===== config.mk =====
export PLATFORM = sky130hd
export DESIGN_NAME = interlocked_launch_sequencer
export DESIGN_NICKNAME = d
export VERILOG_FILES = /design/src/hdl/ils_pkg.sv /design/src/hdl/ils_cfg.sv /design/src/hdl/ils_step.sv /design/src/hdl/interlocked_launch_sequencer.sv
export SDC_FILE = /design/constraint.sdc
export NUM_CORES = 1
export LEC_CHECK = 0
export ABC_AREA = 1
export BUFFER_PORTS_ARGS = -buffer_cell sky130_fd_sc_hd__buf_2
export CAP_MARGIN = 20
export CORE_AREA = 2 2 143 145
export DETAILED_ROUTE_END_ITERATION = 16
export DIE_AREA = 0 0 145 147
export GPL_TIMING_DRIVEN = 0
export PLACE_DENSITY = 0.79
export SETUP_SLACK_MARGIN = 0.05
export SYNTH_ARGS = -nofsm -noshare
export SYNTH_HDL_FRONTEND = slang
export SYNTH_SLANG_ARGS = --single-unit

===== constraint.sdc =====
create_clock -name clk -period 6.8 [get_ports clk]
set_input_delay 0.34 -clock clk [delete_from_list [all_inputs] [get_ports clk]]
set_output_delay 0.34 -clock clk [all_outputs]
set_load 0.01 [all_outputs]

===== src/hdl/ils_pkg.sv =====
// Shared types and constants for the interlocked launch sequencer.
package ils_pkg;

  localparam int unsigned TimeW  = 32;
  localparam int unsigned LevelW = 2;
  localparam int unsigned DriveW = 16;
  localparam int unsigned CfgW   = 16;
  localparam int unsigned CfgIdxW = 2;

  localparam logic signed [DriveW-1:0] FULL_REVERSE = 16'sh8000;
  localparam logic signed [DriveW-1:0] DRIVE_ZERO   = 16'sh0000;

  localparam logic [LevelW-1:0] LEVEL_RELEASED = 2'd0;
  localparam logic [LevelW-1:0] LEVEL_PRESSED  = 2'd1;

  localparam logic [CfgIdxW-1:0] REG_REARM_TIME = 2'd0;
  localparam logic [CfgIdxW-1:0] REG_FIRE_SPAN  = 2'd1;
  localparam logic [CfgIdxW-1:0] REG_SLOW_DRIVE = 2'd2;

  localparam logic [CfgW-1:0]        RESET_REARM_TIME  = 16'd1000;
  localparam logic [CfgW-1:0]        RESET_FIRE_SPAN   = 16'd500;
  localparam logic signed [DriveW-1:0] RESET_SLOW_DRIVE = 16'sd0;

  typedef enum logic [2:0] {
    PH_OFF    = 3'd0,
    PH_HOLD   = 3'd1,
    PH_REARM  = 3'd2,
    PH_COCKED = 3'd3,
    PH_FIRE   = 3'd4
  } phase_t;

  typedef struct packed {
    logic [TimeW-1:0]  time_now;
    logic [LevelW-1:0] fire_level;
    logic [LevelW-1:0] safety_level;
    logic              kill_a;
    logic              kill_b;
    logic              pulse_switch;
    logic              arm_ready;
  } ils_in_t;

  typedef struct packed {
    logic signed [DriveW-1:0] motor_drive;
    logic [2:0]               sequencer_state;
  } ils_out_t;

  typedef struct packed {
    logic [CfgW-1:0]          rearm_time;
    logic [CfgW-1:0]          fire_span;
    logic signed [DriveW-1:0] slow_drive;
  } ils_cfg_t;

  typedef struct packed {
    phase_t                   phase;
    logic                     press_latch;
    logic                     start_pending;
    logic [TimeW-1:0]         start_stamp;
    logic                     pulse_seen;
    logic signed [DriveW-1:0] held_drive;
  } ils_state_t;

endpackage


===== src/hdl/ils_cfg.sv =====
// Configuration register file for the launch sequencer.
module ils_cfg (
  input  logic                       clk,
  input  logic                       rst,
  input  logic                       cfg_wr_en,
  input  logic [ils_pkg::CfgIdxW-1:0] cfg_index,
  input  logic [ils_pkg::CfgW-1:0]   cfg_data,
  output ils_pkg::ils_cfg_t          cfg
);
  import ils_pkg::*;

  always_ff @(posedge clk) begin
    if (rst) begin
      cfg.rearm_time <= RESET_REARM_TIME;
      cfg.fire_span  <= RESET_FIRE_SPAN;
      cfg.slow_drive <= RESET_SLOW_DRIVE;
    end else if (cfg_wr_en) begin
      unique case (cfg_index)
        REG_REARM_TIME: cfg.rearm_time <= cfg_data;
        REG_FIRE_SPAN:  cfg.fire_span  <= cfg_data;
        REG_SLOW_DRIVE: cfg.slow_drive <= cfg_data;
        default: ;  // unmapped index, write dropped
      endcase
    end
  end

endmodule


===== src/hdl/ils_step.sv =====
// One control period of the sequencer: next state and result from current state.
module ils_step (
  input  ils_pkg::ils_state_t cur,
  input  ils_pkg::ils_in_t    item,
  input  ils_pkg::ils_cfg_t   cfg,
  output ils_pkg::ils_state_t nxt,
  output ils_pkg::ils_out_t   result
);
  import ils_pkg::*;

  logic             killed;
  logic             released;
  logic             pressed;
  logic [TimeW-1:0] stamp_eff;
  logic [TimeW-1:0] elapsed;
  logic             rearm_run;
  logic             launch_run;

  assign killed   = item.kill_a && item.kill_b;
  assign released = (item.fire_level == LEVEL_RELEASED) &&
                    (item.safety_level == LEVEL_RELEASED);
  assign pressed  = (item.fire_level == LEVEL_PRESSED) &&
                    (item.safety_level == LEVEL_PRESSED);

  // timestamp is captured on the first period of rearm or fire
  assign stamp_eff  = cur.start_pending ? item.time_now : cur.start_stamp;
  assign elapsed    = item.time_now - stamp_eff;
  assign rearm_run  = elapsed < {{(TimeW-CfgW){1'b0}}, cfg.rearm_time};
  assign launch_run = elapsed < {{(TimeW-CfgW){1'b0}}, cfg.fire_span};

  always_comb begin
    nxt = cur;
    unique case (cur.phase)
      PH_OFF: begin
        nxt.held_drive = DRIVE_ZERO;
        if (cur.press_latch && !item.kill_a && !item.kill_b) begin
          nxt.press_latch = 1'b0;
        end
        if (killed && !nxt.press_latch) begin
          nxt.press_latch = 1'b1;
          nxt.phase       = PH_HOLD;
        end
      end
      PH_HOLD, PH_COCKED: begin
        if (killed) begin
          nxt.phase = PH_OFF;
        end
        nxt.start_pending = 1'b1;
        nxt.held_drive    = DRIVE_ZERO;
        if (cur.press_latch && released) begin
          nxt.press_latch = 1'b0;
        end
        if (pressed && !nxt.press_latch &&
            ((cur.phase == PH_HOLD) || item.arm_ready)) begin
          nxt.press_latch = 1'b1;
          nxt.phase       = (cur.phase == PH_HOLD) ? PH_REARM : PH_FIRE;
        end
      end
      PH_REARM: begin
        if (killed) begin
          nxt.phase = PH_OFF;
        end
        nxt.start_stamp   = stamp_eff;
        nxt.start_pending = 1'b0;
        nxt.held_drive    = rearm_run ? FULL_REVERSE : cfg.slow_drive;
        if (item.pulse_switch) begin
          nxt.pulse_seen = 1'b1;
        end else if (cur.pulse_seen) begin
          // falling pulse edge ends rearm
          nxt.pulse_seen = 1'b0;
          nxt.phase      = PH_COCKED;
        end
      end
      PH_FIRE: begin
        if (killed) begin
          nxt.phase = PH_OFF;
        end
        nxt.start_stamp   = stamp_eff;
        nxt.start_pending = 1'b0;
        if (launch_run) begin
          nxt.held_drive = FULL_REVERSE;
        end else begin
          nxt.phase = PH_HOLD;
        end
      end
      default: begin
        nxt.phase = PH_OFF;
      end
    endcase
  end

  assign result.motor_drive     = nxt.held_drive;
  assign result.sequencer_state = nxt.phase;

endmodule


===== src/hdl/interlocked_launch_sequencer.sv =====
// Top level of the interlocked launch sequencer: input register, step logic, result register.
//
//   channel  | direction | handshake            | payload
//   ---------+-----------+----------------------+---------------------------
//   in       | input     | in_valid / in_stall  | in_data  (ils_in_t)
//   out      | output    | out_valid/ out_stall | out_data (ils_out_t)
//   cfg      | input     | cfg_wr_en            | cfg_index, cfg_data
//
// An accepted input transaction passes the input register, then the result
// register, on its way to out. One transaction is taken per cycle while out is
// not stalled; the state register closes its loop through the step logic.
// Reset (rst, synchronous) puts the sequencer in hold with the trigger latch set
// and the configuration registers at their defaults.
// A stall on out holds the result register and, once the input register is
// full, raises in_stall in the same cycle.
module interlocked_launch_sequencer (
  input  logic                        clk,
  input  logic                        rst,
  input  logic                        in_valid,
  output logic                        in_stall,
  input  ils_pkg::ils_in_t            in_data,
  output logic                        out_valid,
  input  logic                        out_stall,
  output ils_pkg::ils_out_t           out_data,
  input  logic                        cfg_wr_en,
  input  logic [ils_pkg::CfgIdxW-1:0] cfg_index,
  input  logic [ils_pkg::CfgW-1:0]    cfg_data
);
  import ils_pkg::*;

  ils_cfg_t   cfg;
  ils_state_t state;
  ils_state_t state_next;
  ils_out_t   step_out;

  // input register
  logic    s1_valid;
  ils_in_t s1_data;

  logic advance;  // result register free or being drained this cycle
  logic s1_load;

  assign advance  = !out_valid || !out_stall;
  assign s1_load  = !s1_valid || advance;
  assign in_stall = !s1_load;

  ils_cfg u_cfg (
    .clk       (clk),
    .rst       (rst),
    .cfg_wr_en (cfg_wr_en),
    .cfg_index (cfg_index),
    .cfg_data  (cfg_data),
    .cfg       (cfg)
  );

  ils_step u_step (
    .cur    (state),
    .item   (s1_data),
    .cfg    (cfg),
    .nxt    (state_next),
    .result (step_out)
  );

  // control and sequencer state
  always_ff @(posedge clk) begin
    if (rst) begin
      s1_valid            <= 1'b0;
      out_valid           <= 1'b0;
      state.phase         <= PH_HOLD;
      state.press_latch   <= 1'b1;
      state.start_pending <= 1'b1;
      state.start_stamp   <= '0;
      state.pulse_seen    <= 1'b0;
      state.held_drive    <= DRIVE_ZERO;
    end else begin
      if (s1_load) begin
        s1_valid <= in_valid;
      end
      if (advance) begin
        out_valid <= s1_valid;
        // the state moves only when a transaction leaves the input register
        if (s1_valid) begin
          state <= state_next;
        end
      end
    end
  end

  // payload registers
  always_ff @(posedge clk) begin
    if (s1_load && in_valid) begin
      s1_data <= in_data;
    end
    if (advance && s1_valid) begin
      out_data <= step_out;
    end
  end

endmodule


# ---- Yosys cells after proc, flatten, opt, wreduce, memory -nomap -nowiden
# Cells that the tools add are included.
dict set report totals {
  n_memories 0
  romBits 0
  latchBits 0
  register_bits 163
  mem_bits_rw 0
  wordCells 89
}
dict set report op_classes {
  n_reduce_logical 39
  shift 0
  bitwise 0
  mux 19
  mul 0
  eq_ne 8
  div 0
  addsub 1
  magnitude_cmp 2
}
# operator n
set op_table {}
lappend op_table {{32-bit by 16-bit less-than comparator with 1-bit output} 2}
lappend op_table {{16-bit one-hot mux with 3 select lines} 1}
lappend op_table {{16-bit two-way mux} 2}
lappend op_table {{32-bit two-way mux} 1}
lappend op_table {{32-bit subtractor} 1}
lappend op_table {{3-bit two-way mux} 5}
lappend op_table {{3-bit one-hot mux with 4 select lines} 1}
lappend op_table {{3-bit AND reduction} 4}
lappend op_table {{1-bit logical AND} 11}
lappend op_table {{1-bit logical NOT} 8}
lappend op_table {{4-bit two-way mux} 2}
lappend op_table {{2-bit AND reduction} 4}
lappend op_table {{2-bit by 1-bit equality test with 1-bit output, second input constant} 3}
lappend op_table {{3-bit by 2-bit equality test with 1-bit output, second input constant} 2}
lappend op_table {{2-bit logical NOT} 3}
lappend op_table {{1-bit two-way mux} 5}
lappend op_table {{1-bit one-hot mux with 2 select lines} 2}
lappend op_table {{2-bit nonzero test} 2}
lappend op_table {{2-bit OR reduction} 2}
lappend op_table {{3-bit by 1-bit equality test with 1-bit output, second input constant} 1}
lappend op_table {{3-bit equality test, second input constant} 1}
lappend op_table {{3-bit logical NOT} 1}
lappend op_table {{1-bit logical OR} 3}
lappend op_table {{3-bit OR reduction} 1}
lappend op_table {{2-bit equality test, second input constant} 1}

# ---- Longest topological paths before layout
# Gate-level depths: netlist of run 1.
dict set report logic_depth {
  depth_word 10
  depth_mapped 26
  ltp_nobuf 26
}

# ---- Modules after synthesis
# Synthesis of run 1 repeated with hierarchy kept, for this count alone.
dict set report hier_totals {
  hier_cells 1609
  area_unflattened_um2 10920.5
}
# module area_per_inst_um2 cells_each n_inst seq_area_each_um2
set by_module_without_submodules {}
lappend by_module_without_submodules {ils_step 4729.5 903 1 0.0}
lappend by_module_without_submodules {interlocked_launch_sequencer 4249.1 418 1 2892.8}
lappend by_module_without_submodules {ils_cfg 1941.9 288 1 960.9}

# ---- Least setup slack after synthesis of run 1
# Ideal clock, no wire load.
dict set report synth_path {
  path_kind {register to register}
  from {reg state[49] in the netlist's numbering}
  to {reg out_data[10] in the netlist's numbering (data pin)}
  setup_time_ns 0.261
  setup_slack_ns 3.028
  path_stages_with_launch 22
  period_less_slack_ns 3.772
  arrival_time_ns 3.511
  cell_sequence {dfxtp_1 buf_2 buf_1 mux2i_1 ha_1 nand2_1 inv_1 a21oi_1 nand2_2 nand2_1 nand2_2 xor2_1 ha_1 nand2_1 nor2_1 a211oi_1 o221ai_1 a21oi_1 nand3_4 buf_6 nand3_2 nand3_1}
}
# element line_no
set synth_rtl {}
lappend synth_rtl {{start, declared} interlocked_launch_sequencer.sv:32} ;# ils_state_t state;
lappend synth_rtl {{start signal, assigned} interlocked_launch_sequencer.sv:83} ;# state <= state_next;
lappend synth_rtl {{end signal, assigned} interlocked_launch_sequencer.sv:95} ;# out_data <= step_out;
lappend synth_rtl {{end, declared} interlocked_launch_sequencer.sv:24} ;# output ils_pkg::ils_out_t out_data,

==> summary.md, run 1 <==
| Metric | Value |
|---|---|
| P&R area growth vs syn | 13.8% |
| First-pass GRT wire length | around 38 mm |
| Highest-count cells in the layout ignoring fill and taps | 346 x nand2_1, 197 x inv_1, 133 x nor2_1 |
| Crit-path max FO | 10 |
| Post-synthesis sequential area ratio | around 40% |
| Buffer count from post-CTS setup fixing | 0 |
| Final Slew Violations | 0 |
| Synth warn | 0 |
| Layout cells sized above 1 | between 10% and 20% |
| RSZ-0062 raised after global routing | false |
| Row cnt | 52 |
| Total wire length | roughly 24 mm |
| H-tree Lvls | 4 |
| Setup TNS | 0 ns |
| DRT met1 WL | 11.0 mm |
| Total die area | 21300 sq um |
| Count of flip-flops with a built-in enable after synthesis | approximately 60 |
| Area leader, netlist | dfxtp_1 |
| Cts hold-fix bufs | 0 |
| Setup violations, final | 0 |
| Iteration-0 DRC count of the detailed router | around 660 |
| Root buffer cell | clkbuf_16 |
| Via count | roughly 8.8k |
| Max_cap viols | 0 |
| Synth top area share | a little over a fifth |
| Longest Clk Path Bufs | 2 |
| Leak pwr | 5.70 nW |
| Placed instance count | approximately 1.7k |
| Fin util | 55.8% |
| Gp weighted congestion | roughly 0.92 |
| Reg2Reg Setup Slack | roughly 2.1 ns |
| Core area | between 15000 and 20000 sq um |
| DR WL met2 | about 11 mm |
| Routed length on met3 | 1.15 mm |
| Vias in the first global route | around 8.2k |
| DRC Markers | 0 |
| Endpoints failing hold | 0 |
| Startpoint types | register |
| Largest net degree at the start of global routing | 41 |
| Total CTS buffers | 17 |
| Mapped Avg Cell Area | about 7.3 sq um |
| N_diodes | 0 |
| Clock sink count | roughly 160 |
| Drt first pass iters | 6 |
| Least-Margin Pin Slew | slightly below 0.9 ns |
| Total Routing Usage GR | 22.3% |
| Area contributors post-synth | dfxtp_1 21%, edfxtp_1 18%, nand2_1 13%, ha_1 8.1%, inv_1 7.6% |
| Highest metal layer with signal wires | met4 |
| Top Ports | 84 |
| Routed Antenna Nets | 0 |
| PwrDens | between 200 and 250 nW/um^2 |
| Die width | 145 microns |
| GRT overflow | 0 |
| CP Capture Type | register |
| Die height | roughly 150 microns |
| Clock Skews | 0.0112 ns |
| Detailed placement HPWL | approximately 18 mm |
| Max_slew headroom | about two fifths |
| Mapped Area | 9730 sq um |
| Mean routed wirelength per cell | between 10 and 15 microns |
| Worst-skew pair later-pin latency | around 0.44 ns |
| CTS clk-pin slew, worst paths | about 0.08 ns |
| CTS resizes | 0 |
| Hold Crit Class | in2reg |
| FMAX | between 0.2 and 0.25 GHz |
| CP Class | reg2reg |
| Synth async-reset ratio | 0% |
| Via density | around 5.1 |
| Status | completed |
| Synth Net Count | between 1k and 1.5k |
| #FFs+latches synth | approximately 160 |
| Synth cell types | between 40 and 50 |
| Critical path arrival | ~5 ns |
| Worst ir drop on vdd | around 0.19 mV |
| Commonest non-fill, non-tap cell in the layout | nand2_1 |
| Initial antenna violation count | 0 |
| Cells after synthesis | between 1k and 1.5k |
| TritonCTS clock tree | built |
| Period utilisation layout | a little over two thirds |
| Fillers | around 1.9k |
| Initial Util | about half |
| Final std cells w/o fill | between 1.5k and 2k |
| Nets | around 1.6k |
| Primary FF master, synth | dfxtp_1 |
| Critical Path RT | between 6 and 7 ns |
| Fin crit period | around 4.7 ns |
| Buffers added on ports | between 80 and 90 |
state kept, by name, indices dropped and copies added (netlist names):
| name | count |
|---|---|
| state | 54 |
| u_cfg.cfg | 48 |
| s1_data | 40 |
| out_data | 19 |
| out_valid | 1 |
| s1_valid | 1 |
cells in the mapped netlist (2+ instances only):
library cell	n
nand2_1	346
inv_1	198
nor2_1	133
dfxtp_1	104
a21oi_1	91
o21ai_0	79
nand3_1	68
ha_1	63
edfxtp_1	59
mux2i_1	29
clkbuf_1	28
nand4_1	25
xor2_1	14
nand3_2	13
o211ai_1	13
nor2_2	12
nand2_2	6
nor3_1	5
and2_1	4
buf_1	4
clkinv_1	4
inv_2	4
a31oi_1	3
buf_2	3
a211oi_1	2
a21o_1	2
buf_6	2
nor3_2	2
o221ai_1	2
power breakdown:
part           total [mW]  internal (mW)  switching, mW
registers            1.08           1.06         0.0226
logic               0.532          0.189          0.344
clock network       0.960          0.493          0.467
total                2.57           1.74          0.834
layout make-up:
class | instances | area [sq um] | share of cell area (%)
buffer | 37 | 158 | 1.42
clock buffer | 17 | 425 | 3.84
clock inverter | 15 | 164 | 1.48
inverter | 206 | 773 | 6.98
multi-input combinational | 925 | 4950 | 44.7
sequential | 163 | 3850 | 34.8
tap | 270 | 338 | 3.05
timing repair buffer | 83 | 415 | 3.75
path summary, 6_finish.rpt:
check,startpoint,end,cells past startpoint
hold reg to reg,u_cfg.cfg[15],u_cfg.cfg[15],2
setup / recovery,state[49],out_data[8],19
setup reg to reg,state[49],out_data[8],19
hold / removal,in_data[7],s1_data[7],1
worst max-delay path, cell delays in order (launching register included):
cell,delay (ns)
dfxtp_1,0.31
buf_2,0.21
buf_1,0.70
mux2i_1,0.22
ha_1,0.42
nand2_1,0.13
nor2_1,0.21
nand3_1,0.10
nand3_1,0.18
xor2_1,0.32
ha_1,0.30
nand2_1,0.08
nor2_1,0.05
a211oi_1,0.20
o221ai_1,0.14
a21oi_1,0.30
nand3_4,0.19
buf_6,0.21
nand3_2,0.08
nand3_1,0.11
stage by stage:
stage	cell area, sq um	hold WS [ns]	setup WS [ns]	total power [mW]
after floorplan	9730	0.430	3.03	1.48
after global placement	10500	0.445	2.19	1.61
after detailed placement	10500	0.456	2.10	1.63
after CTS	11100	0.0596	2.07	2.58
after global routing	11100	0.0615	1.63	2.71
final	11100	0.0703	2.07	2.57
logic make-up (layout without fill, tap and decap cells):
| logic type | count (synthesis) | after routing | synth area share (%) |
|---|---|---|---|
| AO/OA/AOI/OAI | 197 | 197 | 10.8 |
| XOR/XNOR | 15 | 15 | 1.35 |
| adder cells (fa/ha/maj) | 64 | 64 | 8.30 |
| buffers and inverters | 243 | 358 | 9.56 |
| flip-flops | 163 | 163 | 39.6 |
| multiplexers | 30 | 30 | 3.10 |
| AND/OR/NAND/NOR | 619 | 619 | 27.3 |
routing by layer:
metal | vias to the layer above | track usage, %
met2 | 215 | 37.7
met3 | 46 | 3.82
met1 | 4014 | 28.7
met5 | - | 0
li1 | 4534 | -
met4 | 0 | 8.17
Note: power is estimated with default switching activity, not from simulation.
==> inputs of run 2 (changes only) <==
Clock period 6.8 ns to 4.4 ns, I/O delays scaled along.
==> run 2 against run 1 <==
- maximum frequency is 18% higher
- clock power is 55% higher
- global-route usage is 0.36 points higher
- total power is 56% higher
- combinational power is 62% higher
- sequential power is 55% higher
- critical endpoint unchanged
- final area is 4.2% higher
- clock skew hardly changed
==> summary.md, run 2 (same netlist as run 1, synthesis figures left out) <==
| Metric | Value |
|---|---|
| Critical Path RT | 4.58 ns (-2.41 ns) |
| Crit-path max FO | 10 (unchanged) |
| Buffers added on ports | 83 (unchanged) |
| Least-Margin Pin Slew | 0.855 ns (-0.0360 ns) |
| Register Area | 3850 sq um (unchanged) |
| Detailed placement HPWL | 18.4 mm (unchanged) |
| P&R area growth vs syn | 18.5% |
| Biggest register | state |
| Via density | 5.11 (-0.45%) |
| Gp weighted congestion | 0.923 (unchanged) |
| Layout cells sized above 1 | 11.7% (+0.58 points) |
| Endpoints failing hold | 0 (unchanged) |
| Hold Crit Start | cfg_data[0] |
| Non-Filler Cell Area, Final | 11500 sq um (+4.2%) |
| Setup TNS | 0 ns (unchanged) |
| Largest regs | state: 54 flops, u_cfg.cfg: 48 flops, s1_data: 40 flops |
| Area after DPL | 10500 sq um (unchanged) |
| Worst slack, placed | -0.301 ns (-2.40 ns) |
| Max_slew headroom | 43.0% (+2.4 points) |
| Iteration-0 DRC count of the detailed router | 635 (-3.2%) |
| PwrDens | 348 nW/um^2 (+50%) |
| Leak pwr | 5.86 nW (+2.8%) |
| RSZ-0062 raised after global routing | false |
| Worst r2r src | state[49] |
| CTS clk-pin slew, worst paths | 0.08 ns (about the same) |
| Mean routed wirelength per cell | 13.7 microns (-0.33%) |
| Reg2Reg Setup Slack | 0.39 ns (-1.68 ns) |
| Longest Clk Path Bufs | 2 (unchanged) |
| Hold depth | 3 (+2) |
| Routed Antenna Nets | 0 (unchanged) |
| Total CTS buffers | 17 (unchanged) |
| Total wire length | 24.1 mm (+2.0%) |
| Die width | 145 microns (unchanged) |
| Placed instance count | 1684 (unchanged) |
| Root buffer cell | clkbuf_16 |
| Setup violations, final | 0 (unchanged) |
| Hold EP | u_cfg.cfg[16] |
| Tot Pwr | 4.02 mW (+56%) |
| Initial antenna violation count | 0 (unchanged) |
| Worst R2R End | out_data[8] |
| Final Slew Violations | 0 (unchanged) |
| Critical path arrival | 4.19 ns (-0.72 ns) |
| Fillers | 1807 (-3.2%) |
| Worst ir drop on vdd | 0.293 mV (+57%) |
| Vias in the first global route | 8359 (+2.2%) |
| Drt first pass iters | 5 (-1) |
| Period utilisation layout | 91.0% (+22 points) |
| Fin crit period | 4.01 ns (-0.719 ns) |
| Setup ws final | 0.394 ns (-1.68 ns) |
| Worst-skew pair later-pin latency | 0.44 ns (about the same) |
| Top Ports | 84 (unchanged) |
| H-tree Lvls | 4 (unchanged) |
| Hold Crit Class | in2reg |
| Clock Skews | 0.0107 ns (-0.000492 ns) |
| Startpoint types | register |
| DRC Markers | 0 (unchanged) |
| Commonest non-fill, non-tap cell in the layout | nand2_1 |
| Largest net degree at the start of global routing | 41 (unchanged) |
| Buffer count from post-CTS setup fixing | 0 (unchanged) |
| Reg2reg path depth | 19 (unchanged) |
| Area of the multi-input gates | 4990 sq um (+0.91%) |
| Initial Util | 49.1% (unchanged) |
| Via count | 8974 (+1.9%) |
| First-pass GRT wire length | 39.0 mm (+1.8%) |
| Total Routing Usage GR | 22.6% (+0.36 points) |
| Status | completed |
| Max_cap viols | 0 (unchanged) |
| GRT overflow | 0 (unchanged) |
| N_diodes | 0 (unchanged) |
| CP Capture Type | register |
| Row cnt | 52 (unchanged) |
| Die height | 147 microns (unchanged) |
| Final std cells w/o fill | 1756 (+2.3%) |
| Nets | 1600 (+2.6%) |
| Flip-flop count of the largest register after layout | 54 (unchanged) |
| Highest-count cells in the layout ignoring fill and taps | 345 x nand2_1, 197 x inv_1, 133 x nor2_1 |
| TritonCTS clock tree | built |
| CP Class | reg2reg |
| Total die area | 21300 sq um (unchanged) |
| Clock sink count | 163 (unchanged) |
| FMAX | 0.250 GHz (+18%) |
| Core area | 19800 sq um (unchanged) |
==> run 2: cell types whose count changed in the layout (fill, tap and decap cells not counted), sizes merged <==
cell | previous run | this run
buf | 92 | 91
clkbuf | 45 | 46
dlygate4sd3 | 0 | 40
==> run 2: how the worst max path moves through the flow <==
stage / from / end / slack, ns / depth (start not counted)
after floorplan: state[49] / out_data[10] / 0.63 / 21
after global placement: state[49] / out_data[4] / -0.21 / 19
after detailed placement: state[49] / out_data[4] / -0.30 / 19
after CTS: state[49] / out_data[4] / 0.07 / 21
after global routing: state[49] / out_data[9] / 0.06 / 21
final: state[49] / out_data[8] / 0.39 / 19
==> run 2: critical path, stage by stage, from the launching register on <==
cell and delay [ns]:
dfxtp_1 0.31, clkbuf_4 0.20, buf_2 0.36, mux2i_1 0.16
ha_1 0.41, nand2_1 0.14, nor2_2 0.20, nand2_1 0.10
inv_1 0.06, nand2_1 0.06, nand2_2 0.12, xor2_1 0.27
ha_1 0.31, nand4_1 0.12, o221ai_1 0.15, a21oi_2 0.22
nand3_4 0.17, buf_6 0.20, nand3_2 0.08, nand3_1 0.12
==> run 2: layer usage <==
metal	part of all wire [%]	global-route usage [%]	vias up
li1	-	-	4617
met1	46	29.0	4088
met2	47	38.8	223
met3	4.8	3.85	46
met4	2.3	7.92	0
met5	0	0	-
==> run 2: final cells by class <==
| cell class | instances | share of cell area, % |
|---|---|---|
| buffer | 37 | 1.51 |
| multi-input combinational | 925 | 43.3 |
| clock buffer | 17 | 3.69 |
| tap | 270 | 2.93 |
| clock inverter | 15 | 1.42 |
| timing repair buffer | 123 | 7.07 |
| sequential | 163 | 33.4 |
| inverter | 206 | 6.70 |
==> run 2: stage by stage <==
step / hold slack (ns) / utilization, %
3_5_place_dp: 0.398 / 52.8
2_1_floorplan: 0.319 / -
5_1_grt: 0.0504 / 58.1
4_1_cts: 0.0336 / 57.9
6_report: 0.0369 / 58.1
3_3_place_gp: 0.396 / 52.8
==> run 2: timing repair <==
item	4_1_cts	5_1_grt
gates resized for setup	7	17
setup endpoints to repair	36	36
hold buffers	40	0
endpoints found under the hold margin	40	0
gates cloned	0	0
pin swaps	0	1
==> run 2: power breakdown <==
part	switching (mW)	internal (mW)	total [mW]
Combinational	0.541	0.320	0.861
Clock	0.724	0.762	1.49
Sequential	0.0355	1.63	1.67
Total	1.30	2.72	4.02
==> inputs of run 3 (changes only) <==
Settings changed: REMOVE_ABC_BUFFERS set to 1.
==> run 3 against run 2 <==
- die area is the same
- clock power rose by 5%
- global-route usage down 1.0 points
- register-to-register slack about the same
- critical path type unchanged
- critical endpoint is now out_data[17]
- largest cell class unchanged
- largest power group unchanged
- highest routed layer is now met5
==> summary.md, run 3 (same netlist as run 1, synthesis figures left out) <==
| Metric | Value |
|---|---|
| Drt first pass iters | 7 (+2) |
| TritonCTS clock tree | built |
| GRT overflow | 0 (unchanged) |
| Startpoint types | register |
| Tot Pwr | 4.08 mW (+1.5%) |
| Clock sink count | 163 (unchanged) |
| Total Routing Usage GR | 21.6% (-1.0 points) |
| Critical Path, Cell by Cell | buf_12 -> mux2i_1 -> ha_1 -> nand2_1 -> inv_1 -> nand2_1 -> nand2_1 -> inv_1 -> nand3_2 -> xor2_1 -> ha_1 -> a21oi_1 -> nor2_1 -> a211oi_1 -> o221ai_1 -> a21oi_1 -> nand3_4 -> nand3_1 -> nand3_1 |
| Longest Clk Path Bufs | 2 (unchanged) |
| CTS clk-pin slew, worst paths | 0.07 ns (about the same) |
| Core area | 19800 sq um (unchanged) |
| First-pass GRT wire length | 37.9 mm (-2.8%) |
| Worst ir drop on vdd | 0.262 mV (-10%) |
| Die width | 145 microns (unchanged) |
| PwrDens | 354 nW/um^2 (+1.7%) |
| Vias in the first global route | 8323 (-0.43%) |
| Nets | 1570 (-1.9%) |
| Status | completed |
| Setup violations, final | 0 (unchanged) |
| Largest regs | state: 54 flops, u_cfg.cfg: 48 flops, s1_data: 40 flops |
| CP Capture Type | register |
| Via density | 5.01 (-2.0%) |
| Endpoints failing hold | 0 (unchanged) |
| Crit-path max FO | 25 (+15) |
| Placed instance count | 1653 (-1.8%) |
| Iteration-0 DRC count of the detailed router | 488 (-23%) |
| Max_cap viols | 0 (unchanged) |
| Clock Skews | 0.0123 ns (+0.00162 ns) |
| CP max stage delay | 0.47 ns (+0.06 ns) |
| Least-Margin Pin Slew | 1.09 ns (+0.234 ns) |
| H-tree Lvls | 4 (unchanged) |
| DRC Markers | 0 (unchanged) |
| Initial antenna violation count | 1 (+1) |
| Root buffer cell | clkbuf_16 |
| Flip-flop count of the largest register after layout | 54 (unchanged) |
| Critical Path RT | 4.58 ns (about the same) |
| Layout cells sized above 1 | 11.6% (-0.10 points) |
| Highest-count cells in the layout ignoring fill and taps | 346 x nand2_1, 197 x inv_1, 131 x nor2_1 |
| WHS | 0.0493 ns (+0.0125 ns) |
| Worst-skew pair later-pin latency | 0.44 ns (about the same) |
| Crit-path leading delay family | simple AND/OR/NAND/NOR gates |
| Mean routed wirelength per cell | 13.1 microns (-4.6%) |
| Initial Util | 49.1% (unchanged) |
| Total die area | 21300 sq um (unchanged) |
| Buffers added on ports | 83 (unchanged) |
| P&R area growth vs syn | 18.3% |
| Worst Path Buf+Inv | 3 (-1) |
| Total wire length | 22.6 mm (-6.3%) |
| Gp weighted congestion | 0.874 (-5.3%) |
| Period utilisation layout | 90.8% (-0.25 points) |
| Top Ports | 84 (unchanged) |
| Row cnt | 52 (unchanged) |
| N_diodes | 0 (unchanged) |
| Critical path arrival | 4.17 ns (-0.02 ns) |
| Leak pwr | 5.88 nW (+0.42%) |
| Hold Crit Class | in2reg |
| Fillers | 1803 (-0.22%) |
| RSZ-0062 raised after global routing | false |
| Max stage delay cell, worst path | dfxtp_4 |
| Via count | 8642 (-3.7%) |
| Final std cells w/o fill | 1726 (-1.7%) |
| Total CTS buffers | 17 (unchanged) |
| Largest net degree at the start of global routing | 83 (+100%) |
| FMAX | 0.250 GHz (+0.27%) |
| Routed Antenna Nets | 0 (unchanged) |
| Commonest non-fill, non-tap cell in the layout | nand2_1 |
| Reg2Reg Setup Slack | 0.40 ns (about the same) |
| Final Slew Violations | 0 (unchanged) |
| Fin crit period | 4.00 ns (-0.0109 ns) |
| Detailed placement HPWL | 16.9 mm (-8.1%) |
| Max_slew headroom | 27.1% (-16 points) |
| Die height | 147 microns (unchanged) |
| CP Class | reg2reg |
| Biggest register | state |
| Most frequent CP cell | nand2_1 |
## run 3: cell count changes in the layout (fill, tap and decap cells not counted), sizes merged
cell,change
clkbuf,-29
bufinv,+2
clkinv,-2
buf,-1
## run 3: cell type report
type	instances	area [sq um]	share of cell area, %
Clock inverter	15	190	1.65
Timing Repair Buffer	130	950	8.25
Multi-Input combinational cell	925	4980	43.2
Clock buffer	17	425	3.70
Tap cell	270	338	2.93
Inverter	206	774	6.73
Sequential cell	163	3860	33.5
## run 3: worst paths after layout
check                                    from             to  depth (start not counted)
worst min-delay path              cfg_data[2]  u_cfg.cfg[18]                          3
worst max register to register      state[49]   out_data[17]                         19
worst min register to register  u_cfg.cfg[30]  u_cfg.cfg[30]                          2
worst max-delay path                state[49]   out_data[17]                         19
## run 3: per-layer routing
layer / global-route usage (%) / vias to the layer above / routed length (microns)
met4: 7.43 / 2 / 430
li1: - / 4546 / -
met1: 26.5 / 3889 / 10300
met5: 0 / - / 13
met3: 3.48 / 37 / 843
met2: 38.6 / 168 / 11000
## run 3: tightest hold or removal path: stages
cell and delay [ns]:
buf_2 0.11, nand2_1 0.05, o211ai_1 0.06
## run 3: report_power, final
part / switching, mW / internal (mW) / total, mW / leakage (nW)
clock: 0.691 / 0.865 / 1.56 / 0.304
sequential: 0.0355 / 1.63 / 1.67 / 1.43
combinational: 0.531 / 0.319 / 0.850 / 4.15
## run 3: through the flow
step	util, %	TNS (ns)	area (sq um)	worst slack, ns
after floorplan	-	0	9580	0.139
after global placement	52.1	-82.11	10300	-1.55
after detailed placement	52.7	0	10500	0.121
after CTS	57.8	0	11500	0.0992
after global routing	58.0	0	11500	0.0715
final	58.0	0	11500	0.405
## run 3: what timing repair did
item	CTS	global route
resized for setup	0	3
buffers inserted	0	1
hold buffers	40	0
endpoints found under the hold margin	40	0
setup endpoints to repair	0	34
